==> config.mk <==
export PLATFORM = sky130hd
export DESIGN_NAME = qle_ctrl
export DESIGN_NICKNAME = d
export VERILOG_FILES = /design/src/rtl/core/qle_pkg.sv /design/src/rtl/core/qle_ctrl.sv
export VERILOG_INCLUDE_DIRS = /design/src /design/src/rtl/core
export SDC_FILE = /design/constraint.sdc
export NUM_CORES = 1
export LEC_CHECK = 0
export ABC_AREA = 1
export BUFFER_PORTS_ARGS = -buffer_cell sky130_fd_sc_hd__buf_2
export CAP_MARGIN = 10
export CORE_ASPECT_RATIO = 0.8
export CORE_MARGIN = 5
export CORE_UTILIZATION = 39
export DETAILED_ROUTE_END_ITERATION = 10
export PLACE_DENSITY_LB_ADDON = 0.08
export SETUP_SLACK_MARGIN = 0.1
export SLEW_MARGIN = 10
export SYNTH_ARGS = -nofsm -noshare
export SYNTH_HDL_FRONTEND = slang
export SYNTH_SLANG_ARGS = --single-unit
export TNS_END_PERCENT = 100
==> constraint.sdc <==
create_clock -name i_clk -period 2.9 [get_ports i_clk]
set_input_delay 0.29 -clock i_clk [delete_from_list [all_inputs] [get_ports i_clk]]
set_output_delay 0.29 -clock i_clk [all_outputs]
set_load 0.01 [all_outputs]
==> src/rtl/core/assert_macros.svh <==
// Assertion macros used by the core controller.
`ifndef ASSERT_MACROS_SVH
`define ASSERT_MACROS_SVH

// Condition that holds at every clock edge outside reset.
`define QLE_ASSERT(lbl, clk, rst_n, prop) \
    lbl: assert property (@(posedge clk) disable iff (!rst_n) (prop)) \
        else $error("assertion failed");

// Antecedent in one cycle implies consequent in the next.
`define QLE_ASSERT_NEXT(lbl, clk, rst_n, ante, cons) \
    lbl: assert property (@(posedge clk) disable iff (!rst_n) (ante) |=> (cons)) \
        else $error("assertion failed");

`endif

==> src/rtl/core/qle_pkg.sv <==
// Shared types and constants of the Q-learning core.
package qle_pkg;

    typedef enum logic [1:0] {
        OP_LEARN      = 2'd0,
        OP_EPS_SELECT = 2'd1,
        OP_GREEDY     = 2'd2,
        OP_DECAY      = 2'd3
    } t_op;

    localparam int CFG_IDX_W  = 3;
    localparam int CFG_DATA_W = 17;
    localparam int EPS_W      = 17;

    localparam logic [CFG_IDX_W-1:0] CFG_LEARN_RATE    = 3'd0;
    localparam logic [CFG_IDX_W-1:0] CFG_DISCOUNT      = 3'd1;
    localparam logic [CFG_IDX_W-1:0] CFG_EXPLORE_START = 3'd2;
    localparam logic [CFG_IDX_W-1:0] CFG_EXPLORE_DECAY = 3'd3;
    localparam logic [CFG_IDX_W-1:0] CFG_EXPLORE_FLOOR = 3'd4;
    localparam logic [CFG_IDX_W-1:0] CFG_STATES        = 3'd5;
    localparam logic [CFG_IDX_W-1:0] CFG_ACTIONS       = 3'd6;

    localparam logic [16:0] LEARN_RATE_RST    = 17'd6554;
    localparam logic [16:0] DISCOUNT_RST      = 17'd64881;
    localparam logic [16:0] EXPLORE_START_RST = 17'd65536;
    localparam logic [16:0] EXPLORE_DECAY_RST = 17'd65208;
    localparam logic [16:0] EXPLORE_FLOOR_RST = 17'd655;
    localparam logic [8:0]  STATES_RST        = 9'd256;
    localparam logic [4:0]  ACTIONS_RST       = 5'd16;
    localparam logic [EPS_W-1:0] EPS_MAX      = 17'h1FFFF;

    typedef struct packed {
        logic clr;
        logic load;
        logic set_bad;
        logic scan_init;
        logic scan_next_state;
        logic scan_step;
        logic mod_init;
        logic mod_step;
        logic rd_rand;
        logic take_rand_q;
        logic take_best;
        logic rd_cur;
        logic take_cur;
        logic mul_start;
        logic mul_sel;
        logic tgt;
        logic err;
        logic nq;
        logic wr;
        logic dec1;
        logic dec2;
        logic out_load;
    } t_cmd;

    typedef struct packed {
        t_op  op;
        logic bad;
        logic explore;
        logic term;
        logic clr_last;
        logic scan_done;
        logic mod_done;
        logic mul_busy;
        logic out_free;
    } t_sts;

endpackage

==> src/rtl/core/qle_ctrl.sv <==
// Controller state machine sequencing each item through the datapath.
`include "assert_macros.svh"

module qle_ctrl (
    input  logic          i_clk,
    input  logic          i_rst_n,
    input  logic          i_in_valid,
    input  qle_pkg::t_sts i_sts,
    output logic          o_in_stall,
    output qle_pkg::t_cmd o_cmd
);
    typedef enum logic [18:0] {
        ST_CLEAR   = 19'h00001,
        ST_IDLE    = 19'h00002,
        ST_DISP    = 19'h00004,
        ST_MOD     = 19'h00008,
        ST_RDQ     = 19'h00010,
        ST_GETQ    = 19'h00020,
        ST_SCAN    = 19'h00040,
        ST_RDCUR   = 19'h00080,
        ST_GETCUR  = 19'h00100,
        ST_MUL1    = 19'h00200,
        ST_TGT     = 19'h00400,
        ST_ERR     = 19'h00800,
        ST_MUL2GO  = 19'h01000,
        ST_MUL2    = 19'h02000,
        ST_NQ      = 19'h04000,
        ST_WR      = 19'h08000,
        ST_DECAY   = 19'h10000,
        ST_DECAY2  = 19'h20000,
        ST_DONE    = 19'h40000
    } t_state;

    t_state r_state, n_state;

    always_ff @(posedge i_clk) begin
        if (!i_rst_n) begin
            r_state <= ST_CLEAR;
        end else begin
            r_state <= n_state;
        end
    end

    always_comb begin
        n_state = r_state;
        o_cmd   = '0;
        case (r_state)
            ST_CLEAR: begin
                o_cmd.clr = 1'b1;
                if (i_sts.clr_last) begin
                    n_state = ST_IDLE;
                end
            end
            ST_IDLE: begin
                if (i_in_valid) begin
                    o_cmd.load = 1'b1;
                    n_state    = ST_DISP;
                end
            end
            ST_DISP: begin
                if (i_sts.bad) begin
                    o_cmd.set_bad = 1'b1;
                    n_state       = ST_DONE;
                end else begin
                    case (i_sts.op)
                        qle_pkg::OP_LEARN: begin
                            if (i_sts.term) begin
                                n_state = ST_RDCUR;
                            end else begin
                                o_cmd.scan_init       = 1'b1;
                                o_cmd.scan_next_state = 1'b1;
                                n_state               = ST_SCAN;
                            end
                        end
                        qle_pkg::OP_EPS_SELECT: begin
                            if (i_sts.explore) begin
                                o_cmd.mod_init = 1'b1;
                                n_state        = ST_MOD;
                            end else begin
                                o_cmd.scan_init = 1'b1;
                                n_state         = ST_SCAN;
                            end
                        end
                        qle_pkg::OP_GREEDY: begin
                            o_cmd.scan_init = 1'b1;
                            n_state         = ST_SCAN;
                        end
                        default: begin
                            n_state = ST_DECAY;
                        end
                    endcase
                end
            end
            ST_MOD: begin
                if (i_sts.mod_done) begin
                    n_state = ST_RDQ;
                end else begin
                    o_cmd.mod_step = 1'b1;
                end
            end
            ST_RDQ: begin
                o_cmd.rd_rand = 1'b1;
                n_state       = ST_GETQ;
            end
            ST_GETQ: begin
                o_cmd.take_rand_q = 1'b1;
                n_state           = ST_DONE;
            end
            ST_SCAN: begin
                o_cmd.scan_step = 1'b1;
                if (i_sts.scan_done) begin
                    if (i_sts.op == qle_pkg::OP_LEARN) begin
                        n_state = ST_RDCUR;
                    end else begin
                        o_cmd.take_best = 1'b1;
                        n_state         = ST_DONE;
                    end
                end
            end
            ST_RDCUR: begin
                o_cmd.rd_cur = 1'b1;
                n_state      = ST_GETCUR;
            end
            ST_GETCUR: begin
                o_cmd.take_cur  = 1'b1;
                o_cmd.mul_start = 1'b1;
                n_state         = ST_MUL1;
            end
            ST_MUL1: begin
                if (!i_sts.mul_busy) begin
                    n_state = ST_TGT;
                end
            end
            ST_TGT: begin
                o_cmd.tgt = 1'b1;
                n_state   = ST_ERR;
            end
            ST_ERR: begin
                o_cmd.err = 1'b1;
                n_state   = ST_MUL2GO;
            end
            ST_MUL2GO: begin
                o_cmd.mul_start = 1'b1;
                o_cmd.mul_sel   = 1'b1;
                n_state         = ST_MUL2;
            end
            ST_MUL2: begin
                o_cmd.mul_sel = 1'b1;
                if (!i_sts.mul_busy) begin
                    n_state = ST_NQ;
                end
            end
            ST_NQ: begin
                o_cmd.nq = 1'b1;
                n_state  = ST_WR;
            end
            ST_WR: begin
                o_cmd.wr = 1'b1;
                n_state  = ST_DONE;
            end
            ST_DECAY: begin
                o_cmd.dec1 = 1'b1;
                n_state    = ST_DECAY2;
            end
            ST_DECAY2: begin
                o_cmd.dec2 = 1'b1;
                n_state    = ST_DONE;
            end
            ST_DONE: begin
                // hold until the output register can take the result
                if (i_sts.out_free) begin
                    o_cmd.out_load = 1'b1;
                    n_state        = ST_IDLE;
                end
            end
            default: begin
                n_state = ST_CLEAR;
            end
        endcase
    end

    assign o_in_stall = r_state != ST_IDLE;

    `QLE_ASSERT_NEXT(a_accept_dispatch, i_clk, i_rst_n, i_in_valid && !o_in_stall,
        r_state == ST_DISP)
    `QLE_ASSERT(a_load_when_free, i_clk, i_rst_n, !o_cmd.out_load || i_sts.out_free)
    `QLE_ASSERT_NEXT(a_clear_once, i_clk, i_rst_n, r_state != ST_CLEAR,
        r_state != ST_CLEAR)
    `QLE_ASSERT(a_scan_mul_idle, i_clk, i_rst_n, (r_state != ST_SCAN) || !i_sts.mul_busy)
endmodule

# Word-level counts from Yosys, hierarchy flattened
# Index checks and enable logic that the tools add are counted.
dict set report classes {
  eq_ne 29
  muxes 47
  n_reduce_logical 5
}
# operator n
set ops {}
lappend ops {{19-bit case mux with 17 select lines} 1}
lappend ops {{19-bit two-way mux} 9}
lappend ops {{19-bit case mux with 3 select lines} 1}
lappend ops {{1-bit two-way mux} 30}
lappend ops {{19-bit by 1-bit equality test with 1-bit output (second input constant)} 1}
lappend ops {{19-bit by 10-bit equality test with 1-bit output (second input constant)} 1}
lappend ops {{19-bit by 11-bit equality test with 1-bit output (second input constant)} 1}
lappend ops {{19-bit by 12-bit equality test with 1-bit output (second input constant)} 1}
lappend ops {{19-bit by 13-bit equality test with 1-bit output (second input constant)} 1}
lappend ops {{19-bit by 14-bit equality test with 1-bit output (second input constant)} 1}
lappend ops {{19-bit by 15-bit equality test with 1-bit output (second input constant)} 1}
lappend ops {{19-bit by 16-bit equality test with 1-bit output (second input constant)} 1}
lappend ops {{19-bit by 17-bit equality test with 1-bit output (second input constant)} 1}
lappend ops {{19-bit by 18-bit equality test with 1-bit output (second input constant)} 1}
lappend ops {{19-bit equality test (second input constant)} 1}
lappend ops {{19-bit by 2-bit equality test with 1-bit output (second input constant)} 1}
lappend ops {{19-bit by 3-bit equality test with 1-bit output (second input constant)} 1}
lappend ops {{19-bit by 4-bit equality test with 1-bit output (second input constant)} 1}
lappend ops {{19-bit by 5-bit equality test with 1-bit output (second input constant)} 1}
lappend ops {{19-bit by 6-bit equality test with 1-bit output (second input constant)} 1}
lappend ops {{19-bit by 7-bit equality test with 1-bit output (second input constant)} 1}
lappend ops {{19-bit by 8-bit equality test with 1-bit output (second input constant)} 1}
lappend ops {{19-bit by 9-bit equality test with 1-bit output (second input constant)} 1}
lappend ops {{19-bit by 2-bit inequality test with 1-bit output (second input constant)} 1}
lappend ops {{12 further kinds} 20}
dict set report word_totals {
  word_cells 82
  input_bits 13
  output_inout_bits 23
  reg_bits 19
}

# Depth between registers and ports, before layout
# Gate-level depths: netlist of run 1.
dict set report depth {
  ltp_word 4
  mapped_depth 12
  ltp_nobuf 12
}

# Worst setup path after synthesis of run 1
# Ideal clock, no wire load.
dict set report synth_path {
  path_type {register to register}
  start {register r_state[16]}
  end {register r_state[15]}
  arrival_ns 1.451
  stages_incl_launch_ff 11
  n_path_buf 1
  setup_ns 0.115
  required_ns 2.785
  period_less_slack_ns 1.566
  slack_ns 1.334
  cell_sequence {dfxtp_1 nor2_2 nand2_2 nor2_4 nand3_1 nand2_1 nor2_2 nand2_2 o21ai_4 buf_6 nor2_2}
}
dict set report synth_via {
  elab_chain_len 3
  word_cells_on_any_way 29
  classes_between {eq/ne: 26; mux: 1; reduce/logical: 2}
}
# element line_no
set synth_rtl {}
lappend synth_rtl {{from (decl)} qle_ctrl.sv:34} ;# t_state r_state, n_state;
lappend synth_rtl {{from (signal assigned)} qle_ctrl.sv:40} ;# r_state <= n_state;
lappend synth_rtl {{19-bit by 18-bit equality test with 1-bit output (tied with other cells)} qle_ctrl.sv:47} ;# case (r_state)
lappend synth_rtl {{3-bit OR reduction (no source line) or 2-bit inequality test (tied branches)} --}
lappend synth_rtl {{19-bit case mux with 17 select lines or 7-bit AND reduction (tied branches)} --}
# Several ways; a longest one is shown, not always the timed one.
# A chain may end at the register's enable or synchronous reset.

==> results.sh, run 1 <==
export IMPL_status="finished, final reports clean"
export IMPL_core_area_mm2=0.00352
export IMPL_synthSimpleGateAreaFrac_pct=56.1
export IMPL_end_kind="output pin"
export IMPL_yosysTopAreaCellShare_pct=26.2
export IMPL_rsz0062_at_grt="false"
export IMPL_io_buffers=35
export IMPL_cts_tree="built"
export IMPL_overflow=0
export IMPL_hold_violations=0
export IMPL_required_ns=2.61
export IMPL_place_gp_congestion=0.896
export IMPL_worstPathArrival_ns=1.81
export IMPL_final_cell_area_mm2=0.00172
export IMPL_min_path_type="in2reg"
export IMPL_ff_latch_area_um2=380
export IMPL_ctsHoldBuffers=0
export IMPL_synthMuxAreaShare_pct=0
export IMPL_setup_viol=0
export IMPL_fp_dieArea_mm2=0.00506
export IMPL_synthesis_nets=250
export IMPL_yosysWarnings=0
export IMPL_fin_nets=289
export IMPL_dp_hpwl_mm=3.23
export IMPL_clockBufferDepth=2
export IMPL_powerDensity_mw_per_mm2=977
export IMPL_cts_buffers=3
export IMPL_reg2reg_from="r_state[16]$_SDFFE_PN0P_"
export IMPL_fin_crit_sh_pct=72.4
export IMPL_p_leak_nw=1.02
export IMPL_synth_seq_cells=19
export IMPL_slew_headroom_pct=59.6
export IMPL_synth_area_top_cells="dfxtp_1, inv_1, nand2_1, nor2_1, nand3_1"
export IMPL_stdcell_count=317
export IMPL_netlist_area_mm2=0.00145
export IMPL_grt_usage_pct=16.4
export IMPL_clk_latency_ns=0.26
export IMPL_antenna_found_initial=0
export IMPL_drtIter0Drc=60
export IMPL_path_class="reg2out"
export IMPL_clock_sinks=19
export IMPL_worstPathCellList="nor2_4 -> nand2_4 -> nor2_8 -> nand3b_1 -> nor2_1 -> nand4_1 -> inv_1 -> buf_2"
export IMPL_yosysSeqAreaShare_pct=26.2
export IMPL_cp_max_fo=8
export IMPL_placed_cell_area_mm2=0.00167
export IMPL_peakVddDrop_mv=0.449
export IMPL_synth_cell_types=22
export IMPL_met3_length_um=218
export IMPL_wl_mm=3.91
export IMPL_skew_ns=0.00201
export IMPL_fmax_ghz=0.476
export IMPL_dr_pass1_iters=4
export IMPL_post_cts_resize_count=0
export IMPL_largest_reg_flops=19
export IMPL_h_tree_depth=1
export IMPL_fin_crit_ns=2.10
export IMPL_drv_cap=0
export IMPL_crit_buf_inv=2
export IMPL_placed_cells=313
export IMPL_cpMaxStageDelayCell="dfxtp_1"
export IMPL_vias=1469
export IMPL_synthCells=237
export IMPL_met1Wirelength_mm=2.06
export IMPL_multi_input_area_um2=860
export IMPL_synth_top_area_cell="dfxtp_1"
export IMPL_hold_start="i_sts[4]"
export IMPL_drive_above_1_share_pct=27.6
export IMPL_setup_worst_path_start="r_state[8]$_SDFFE_PN0P_"
export IMPL_synth_area_per_cell_um2=6.13
export IMPL_top_layer="met4"
export IMPL_synth_xor_area_share_pct=0
export IMPL_wl_met2_mm=1.62
export IMPL_grt_pass1_vias=1331
export IMPL_syn_to_final_growth_pct=18.0
export IMPL_synth_top_family_by_area="simple AND/OR/NAND/NOR gates"
export IMPL_fp_row_count=19
export IMPL_dieWidth_um=78.3
export IMPL_synth_fa_ha_area_share_pct=0
export IMPL_grt_max_degree=15
export IMPL_num_fill_cells=374
export IMPL_cp_top_family="simple AND/OR/NAND/NOR gates"
export IMPL_post_cts_buffers=0
export IMPL_die_h_um=64.6
export IMPL_power_mw=1.68
export IMPL_via_per_inst=4.63
export IMPL_grt_pass1_wl_mm=6.55
export IMPL_cp_start_kind="flip-flop"
export IMPL_finalSetupTns_ns=0
export IMPL_slew_viol_final=0
export IMPL_regMostFlops="r_state"
export IMPL_io_pins=36
export IMPL_slowest_delay_ns=0.34
export IMPL_ant_nets=0
export IMPL_route_detailed_drc=0
export IMPL_tightest_slew_ns=0.604
export IMPL_synth_compound_area_share_pct=3.01
export IMPL_wire_per_inst_um=12.3
export IMPL_root_buffer="clkbuf_8"
export IMPL_clk_pin_slew_ns=0.08
export IMPL_antennaDiodeCount=0
export IMPL_largest_registers="r_state: 19 flops"
export IMPL_start_util_pct=41.3
==> worst min-delay path, stage by stage <==
cell     delay, ns
buf_2         0.07
inv_1         0.03
nand4_1       0.09
nand2_1       0.05
==> cells in the final DEF, fill, tap and decap left out <==
cell type   n
o21ai_4     1
nand3_2     1
clkbuf_1    1
a21oi_1     3
nor4_1      1
nand2_4     2
a21boi_0    1
buf_2      35
nand4_1     7
nand2_2     8
dfxtp_1    19
nor2_8      2
nor2_2     17
nor3_1     11
inv_1      52
nand2_1    46
o21ai_0     1
nor2_1     31
and3_1      1
inv_2       2
nor2_4      5
clkbuf_8    3
nand3_1    23
nand3b_1    2
==> cell type report <==
type / count / share of cell area (%)
flip-flops and latches: 19 / 22.2
well taps: 42 / 3.06
multi-input cells: 163 / 50.1
repair buffers: 35 / 10.2
inverters: 54 / 11.8
clock buffers: 4 / 2.63
==> report_power, final <==
| group | total, mW | internal (mW) | leakage (nW) | switching (mW) |
|---|---|---|---|---|
| Clock | 0.196 | 0.0980 | 0.0228 | 0.0976 |
| Combinational | 1.13 | 0.348 | 0.843 | 0.779 |
| Sequential | 0.354 | 0.306 | 0.154 | 0.0473 |
==> logic make-up after synthesis <==
group,Yosys count
compound gates,6
simple gates,157
buf+inv,55
flops,19
==> cell usage after synthesis, drive strengths merged <==
| cell | number |
|---|---|
| a21oi | 3 |
| dfxtp | 19 |
| nor3 | 11 |
| and3 | 1 |
| nand3 | 24 |
| nand4 | 7 |
| nand3b | 2 |
| nor4 | 1 |
| inv | 54 |
| o21ai | 2 |
| nor2 | 55 |
| a21boi | 1 |
| nand2 | 56 |
| buf | 1 |
==> final timing paths <==
check                       endpoint  slack, ns  depth (start not counted)
max                        o_cmd[15]       0.80                          8
min          r_state[0]$_SDFFE_PN1P_       0.32                          4
max reg2reg  r_state[1]$_SDFFE_PN0P_       0.93                          9
min reg2reg  r_state[9]$_SDFFE_PN0P_       0.58                          4
==> stage by stage <==
stage / hold slack [ns] / util (%) / setup slack [ns]
2_1_floorplan: 0.410 / - / 1.33
3_3_place_gp: 0.575 / 47.5 / 0.921
3_5_place_dp: 0.572 / 47.5 / 0.926
4_1_cts: 0.312 / 48.8 / 0.785
5_1_grt: 0.315 / 48.8 / 0.596
6_report: 0.320 / 48.8 / 0.800
==> layer usage <==
metal | vias to the layer above | track usage [%]
li1 | 801 | -
met2 | 35 | 24.7
met1 | 631 | 23.9
met3 | 2 | 4.29
met5 | - | 0
met4 | 0 | 2.62
Note: power is estimated with default switching activity, not from simulation.
==> run 2, diff against run 1 <==
==> constraint.sdc (replaced) <==
create_clock -name i_clk -period 1.95 [get_ports i_clk]
set_input_delay 0.195 -clock i_clk [delete_from_list [all_inputs] [get_ports i_clk]]
set_output_delay 0.195 -clock i_clk [all_outputs]
set_load 0.01 [all_outputs]
==> run 2 against run 1 <==
Effect of this change: core utilization up 9.7 points; global-route usage increased by 0.43 points; register-to-register slack worse by 0.81 ns; routed wire length grew 8.7%; sequential share of layout area is 3.1 points lower; total power is 89% higher; clock-buffer cell count unchanged; combinational power grew 110%; sequential power is 57% higher; worst setup slack worse by 0.69 ns; die area is the same; first-iteration DRC count up 12%.
==> results.sh, run 2 (same netlist as run 1, synthesis figures left out) <==
export IMPL_finalSetupTns_ns=0
export IMPL_skew_ns=0.00201
export IMPL_dr_pass1_iters=4
export IMPL_p_leak_nw=1.15
export IMPL_slew_viol_final=0
export IMPL_fin_crit_ns=1.84
export IMPL_drv_cap=0
export IMPL_multi_input_area_um2=1000
export IMPL_worstPathArrival_ns=1.64
export IMPL_fin_nets=308
export IMPL_root_buffer="clkbuf_8"
export IMPL_vias=1605
export IMPL_die_h_um=64.6
export IMPL_dp_hpwl_mm=3.24
export IMPL_tightest_slew_ns=0.311
export IMPL_reg2reg_from="r_state[9]$_SDFFE_PN0P_"
export IMPL_dieWidth_um=78.3
export IMPL_min_path_type="in2reg"
export IMPL_fmax_ghz=0.545
export IMPL_cp_start_kind="flip-flop"
export IMPL_stdcell_count=336
export IMPL_io_buffers=35
export IMPL_clock_sinks=19
export IMPL_powerDensity_mw_per_mm2=1540
export IMPL_fp_row_count=19
export IMPL_overflow=0
export IMPL_layout_common_cells="inv_1, nand2_1, buf_2, nor2_1, nor2_2"
export IMPL_cts_buffers=3
export IMPL_end_kind="output pin"
export IMPL_slew_headroom_pct=79.1
export IMPL_placed_cell_area_mm2=0.00169
export IMPL_num_fill_cells=352
export IMPL_hold_ws_ns=0.220
export IMPL_setup_worst_path_start="r_state[9]$_SDFFE_PN0P_"
export IMPL_drtIter0Drc=67
export IMPL_via_per_inst=4.78
export IMPL_setup_viol=0
export IMPL_grt_pass1_vias=1442
export IMPL_hold_violations=0
export IMPL_fin_crit_sh_pct=94.1
export IMPL_io_pins=36
export IMPL_largest_reg_flops=19
export IMPL_grt_usage_pct=16.8
export IMPL_route_detailed_drc=0
export IMPL_final_cell_area_mm2=0.00206
export IMPL_path_class="reg2out"
export IMPL_clockBufferDepth=2
export IMPL_required_ns=1.75
export IMPL_final_common_cell="inv_1"
export IMPL_clk_latency_ns=0.26
export IMPL_grt_max_degree=15
export IMPL_h_tree_depth=1
export IMPL_largest_registers="r_state: 19 flops"
export IMPL_hold_start="i_rst_n"
export IMPL_ctsHoldBuffers=0
export IMPL_syn_to_final_growth_pct=41.6
export IMPL_antennaDiodeCount=0
export IMPL_status="finished, final reports clean"
export IMPL_wl_mm=4.25
export IMPL_grt_pass1_wl_mm=6.81
export IMPL_core_area_mm2=0.00352
export IMPL_fp_dieArea_mm2=0.00506
export IMPL_regMostFlops="r_state"
export IMPL_rsz0062_at_grt="true"
export IMPL_drive_above_1_share_pct=43.9
export IMPL_cts_tree="built"
export IMPL_peakVddDrop_mv=0.602
export IMPL_clk_pin_slew_ns=0.07
export IMPL_antenna_found_initial=0
export IMPL_start_util_pct=41.3
export IMPL_placed_cells=314
export IMPL_ant_nets=0
export IMPL_ff_latch_area_um2=392
export IMPL_cp_max_fo=5
export IMPL_wire_per_inst_um=12.7
export IMPL_power_mw=3.17
export IMPL_place_gp_congestion=0.855
==> run 2: cell types whose count changed in the layout (fill, tap and decap cells not counted), moves of 4 or more <==
cell,before,now
nor2_2,17,21
buf_4,0,13
nand3_2,1,5
nand2_1,46,41
dfxtp_1,19,10
nand3_1,23,17
dfxtp_2,0,9
nor2_4,5,10
nor2_1,31,22
==> run 2: worst paths after layout <==
check / to / slack [ns] / cells after the start
min reg2reg: r_state[9]$_SDFFE_PN0P_ / 0.55 / 4
min: r_state[9]$_SDFFE_PN0P_ / 0.22 / 3
max: o_cmd[4] / 0.11 / 8
max reg2reg: r_state[1]$_SDFFE_PN0P_ / 0.12 / 12
==> run 2: where the power goes <==
| group | internal (mW) | switching [mW] | leakage (nW) | total (mW) |
|---|---|---|---|---|
| sequential | 0.468 | 0.0871 | 0.157 | 0.555 |
| combinational | 0.949 | 1.38 | 0.966 | 2.33 |
| clock | 0.145 | 0.138 | 0.0228 | 0.284 |
==> run 2: timing repair <==
action                     4_1_cts  5_1_grt
cloned                           0        0
pin swaps                        9       18
setup endpoints to repair        2       26
buffers inserted                 6       12
gates resized for setup          6       41
==> run 2: through the flow <==
stage | utilization, % | worst slack, ns
floorplan | - | 0.384
global placement | 48.0 | 0.170
detailed placement | 48.0 | 0.171
CTS | 51.1 | 0.102
global route | 58.5 | 0.0237
finish | 58.5 | 0.115
==> run 2: area by class of cell <==
class	instances	area share, %
clock buffer	4	2.19
sequential	19	19.0
multi-input combinational	163	48.6
tap	42	2.55
timing repair buffer	54	17.8
inverter	54	9.85
==> run 2: layer usage <==
layer	GRT usage (%)	up-vias	wire length (um)
met2	24.0	49	1780
met1	25.6	714	2170
li1	-	840	-
met3	4.29	2	278
met5	0	-	0
met4	2.84	0	20
==> run 2: critical path, cell delays in order, from the launching register on <==
cell and delay, ns:
dfxtp_2 0.35, nor2_4 0.15, nand2_4 0.10, nor2_4 0.25, buf_12 0.15, buf_4 0.10
nand3_2 0.11, inv_1 0.07, buf_2 0.12
==> run 3, diff against run 2 <==
--- a/config.mk
+++ b/config.mk
@@ -11,8 +11,9 @@
 export CAP_MARGIN = 10
 export CORE_ASPECT_RATIO = 0.8
 export CORE_MARGIN = 5
-export CORE_UTILIZATION = 39
+export CORE_UTILIZATION = 48
 export DETAILED_ROUTE_END_ITERATION = 10
+export GPL_ROUTABILITY_DRIVEN = 0
 export PLACE_DENSITY_LB_ADDON = 0.08
 export SETUP_SLACK_MARGIN = 0.1
 export SLEW_MARGIN = 10
==> constraint.sdc (replaced) <==
create_clock -name i_clk -period 2.4 [get_ports i_clk]
set_input_delay 0.24 -clock i_clk [delete_from_list [all_inputs] [get_ports i_clk]]
set_output_delay 0.24 -clock i_clk [all_outputs]
set_load 0.01 [all_outputs]
==> run 3 against run 2 <==
Effect of this change: first-iteration DRC count grew 31%; largest cell class unchanged; worst setup slack better by 0.26 ns; cell count shrank 6.8%; die area decreased by 16%; highest routed layer unchanged; critical path type unchanged; sequential cell count is the same; total power down 37%; non-clock buffer count fell by 19; via count shrank 6.7%.
==> results.sh, run 3 (same netlist as run 1, synthesis figures left out) <==
export IMPL_via_per_inst=4.79
export IMPL_wl_mm=3.68
export IMPL_required_ns=2.16
export IMPL_reg2reg_to="r_state[4]$_SDFFE_PN0P_"
export IMPL_comb_power_share_pct=67.0
export IMPL_cts_tree="built"
export IMPL_slew_viol_final=0
export IMPL_final_common_cell="inv_1"
export IMPL_cts_buffers=3
export IMPL_final_core_util_pct=60.5
export IMPL_clock_sinks=19
export IMPL_vias=1498
export IMPL_grt_pass1_wl_mm=6.43
export IMPL_fp_row_count=17
export IMPL_cp_start_kind="flip-flop"
export IMPL_post_cts_buffers=0
export IMPL_ctsHoldBuffers=0
export IMPL_end_kind="output pin"
export IMPL_worstPathArrival_ns=1.78
export IMPL_clk_latency_ns=0.26
export IMPL_crit_buf_inv=2
export IMPL_dieWidth_um=71.5
export IMPL_multi_input_area_um2=860
export IMPL_p_int_mw=0.906
export IMPL_drive_above_1_share_pct=28.0
export IMPL_whs_path_depth=3
export IMPL_path_class="reg2out"
export IMPL_clkPwrFrac_pct=11.6
export IMPL_antennaDiodeCount=0
export IMPL_fmax_ghz=0.495
export IMPL_cpMaxStageDelayCell="dfxtp_1"
export IMPL_num_fill_cells=295
export IMPL_whs_endpoint="r_state[9]$_SDFFE_PN0P_"
export IMPL_powerDensity_mw_per_mm2=1170
export IMPL_io_buffers=35
export IMPL_finalSetupTns_ns=0
export IMPL_syn_to_final_growth_pct=17.7
export IMPL_dp_hpwl_mm=3.07
export IMPL_hold_violations=0
export IMPL_worstPathCellList="nor2_4 -> nand2_4 -> nor2_8 -> nand3b_1 -> nor2_1 -> nand4_1 -> inv_1 -> buf_2"
export IMPL_route_detailed_drc=0
export IMPL_min_path_type="in2reg"
export IMPL_antenna_found_initial=0
export IMPL_root_buffer="clkbuf_8"
export IMPL_rsz0062_at_grt="false"
export IMPL_overflow=0
export IMPL_setup_viol=0
export IMPL_clockBufferDepth=2
export IMPL_fin_nets=289
export IMPL_clk_pin_slew_ns=0.08
export IMPL_slowest_delay_ns=0.36
export IMPL_p_leak_nw=1.02
export IMPL_largest_reg_flops=19
export IMPL_core_area_mm2=0.00283
export IMPL_slew_headroom_pct=61.6
export IMPL_peakVddDrop_mv=0.497
export IMPL_hold_start="i_rst_n"
export IMPL_h_tree_depth=1
export IMPL_ff_latch_area_um2=380
export IMPL_drv_cap=0
export IMPL_io_pins=36
export IMPL_drtIter0Drc=88
export IMPL_fin_crit_ns=2.02
export IMPL_regMostFlops="r_state"
export IMPL_swShare_pct=54.7
export IMPL_wire_per_inst_um=11.8
export IMPL_status="finished, final reports clean"
export IMPL_grt_pass1_vias=1396
export IMPL_cp_top_family="simple AND/OR/NAND/NOR gates"
export IMPL_largest_registers="r_state: 19 flops"
export IMPL_fin_crit_sh_pct=84.2
export IMPL_ant_nets=0
export IMPL_post_cts_resize_count=0
export IMPL_die_h_um=59.2
export IMPL_fp_dieArea_mm2=0.00424
export IMPL_r2r_cells=11
export IMPL_seq_power_share_pct=21.4
export IMPL_reg2reg_from="r_state[16]$_SDFFE_PN0P_"
export IMPL_tightest_slew_ns=0.574
export IMPL_rrSetupSlack_ns=0.50
export IMPL_grt_usage_pct=19.3
export IMPL_p_sw_mw=1.09
export IMPL_start_util_pct=51.4
export IMPL_cp_max_fo=9
export IMPL_dr_pass1_iters=4
export IMPL_layout_common_cells="inv_1, nand2_1, buf_2, nor2_1, nand3_1"
export IMPL_grt_max_degree=15
export IMPL_skew_ns=0.00131
export IMPL_worst_path_stages=8
-- run 3: layout make-up --
type | instances | share of cell area, %
timing repair buffer | 35 | 10.2
clock buffer | 3 | 2.41
sequential | 19 | 22.2
inverter | 54 | 11.8
multi-input combinational | 163 | 50.2
clock inverter | 1 | 0.292
tap | 38 | 2.78
-- run 3: worst register-to-register path, delay by kind of cell, from the launching register on --
family,cells,cell delay [ns]
flops,1,0.40
simple gates,9,0.83
buf+inv,1,0.05
compound gates,1,0.49
-- run 3: power by group through the flow --
stage | logic, mW | registers [mW] | clock network [mW]
final | 1.34 | 0.428 | 0.232
after global routing | 1.50 | 0.435 | 0.254
after CTS | 1.34 | 0.427 | 0.237
after detailed placement | 1.34 | 0.434 | 0
after global placement | 1.34 | 0.433 | 0
after floorplan | 1.11 | 0.424 | 0
-- run 3: worst max-delay path by stage --
stage | to | start | slack [ns]
floorplan | r_state[15]$_SDFFE_PN0P_ | r_state[16]$_SDFFE_PN0P_ | 0.83
global placement | r_state[1]$_SDFFE_PN0P_ | r_state[16]$_SDFFE_PN0P_ | 0.50
detailed placement | r_state[1]$_SDFFE_PN0P_ | r_state[1]$_SDFFE_PN0P_ | 0.51
CTS | o_cmd[15] | r_state[6]$_SDFFE_PN0P_ | 0.38
global route | o_cmd[15] | r_state[6]$_SDFFE_PN0P_ | 0.21
finish | o_cmd[15] | r_state[6]$_SDFFE_PN0P_ | 0.38
-- run 3: per-stage QoR --
stage               hold WS [ns]  setup WS [ns]  total power, mW  instance area (um2)  instances
floorplan                  0.360          0.834             1.53                 1450        237
global placement           0.542          0.496             1.77                 1670        309
detailed placement         0.543          0.511             1.77                 1670        309
CTS                        0.263          0.376             2.00                 1710        313
global route               0.273          0.214             2.19                 1710        313
finish                     0.264          0.379             2.00                 1710        313
-- run 3: routing by layer --
layer	part of all wire (%)	GRT usage, %
met1	50	28.2
met3	8.6	4.92
met4	0.82	6.17
met5	0	0
met2	41	27.4
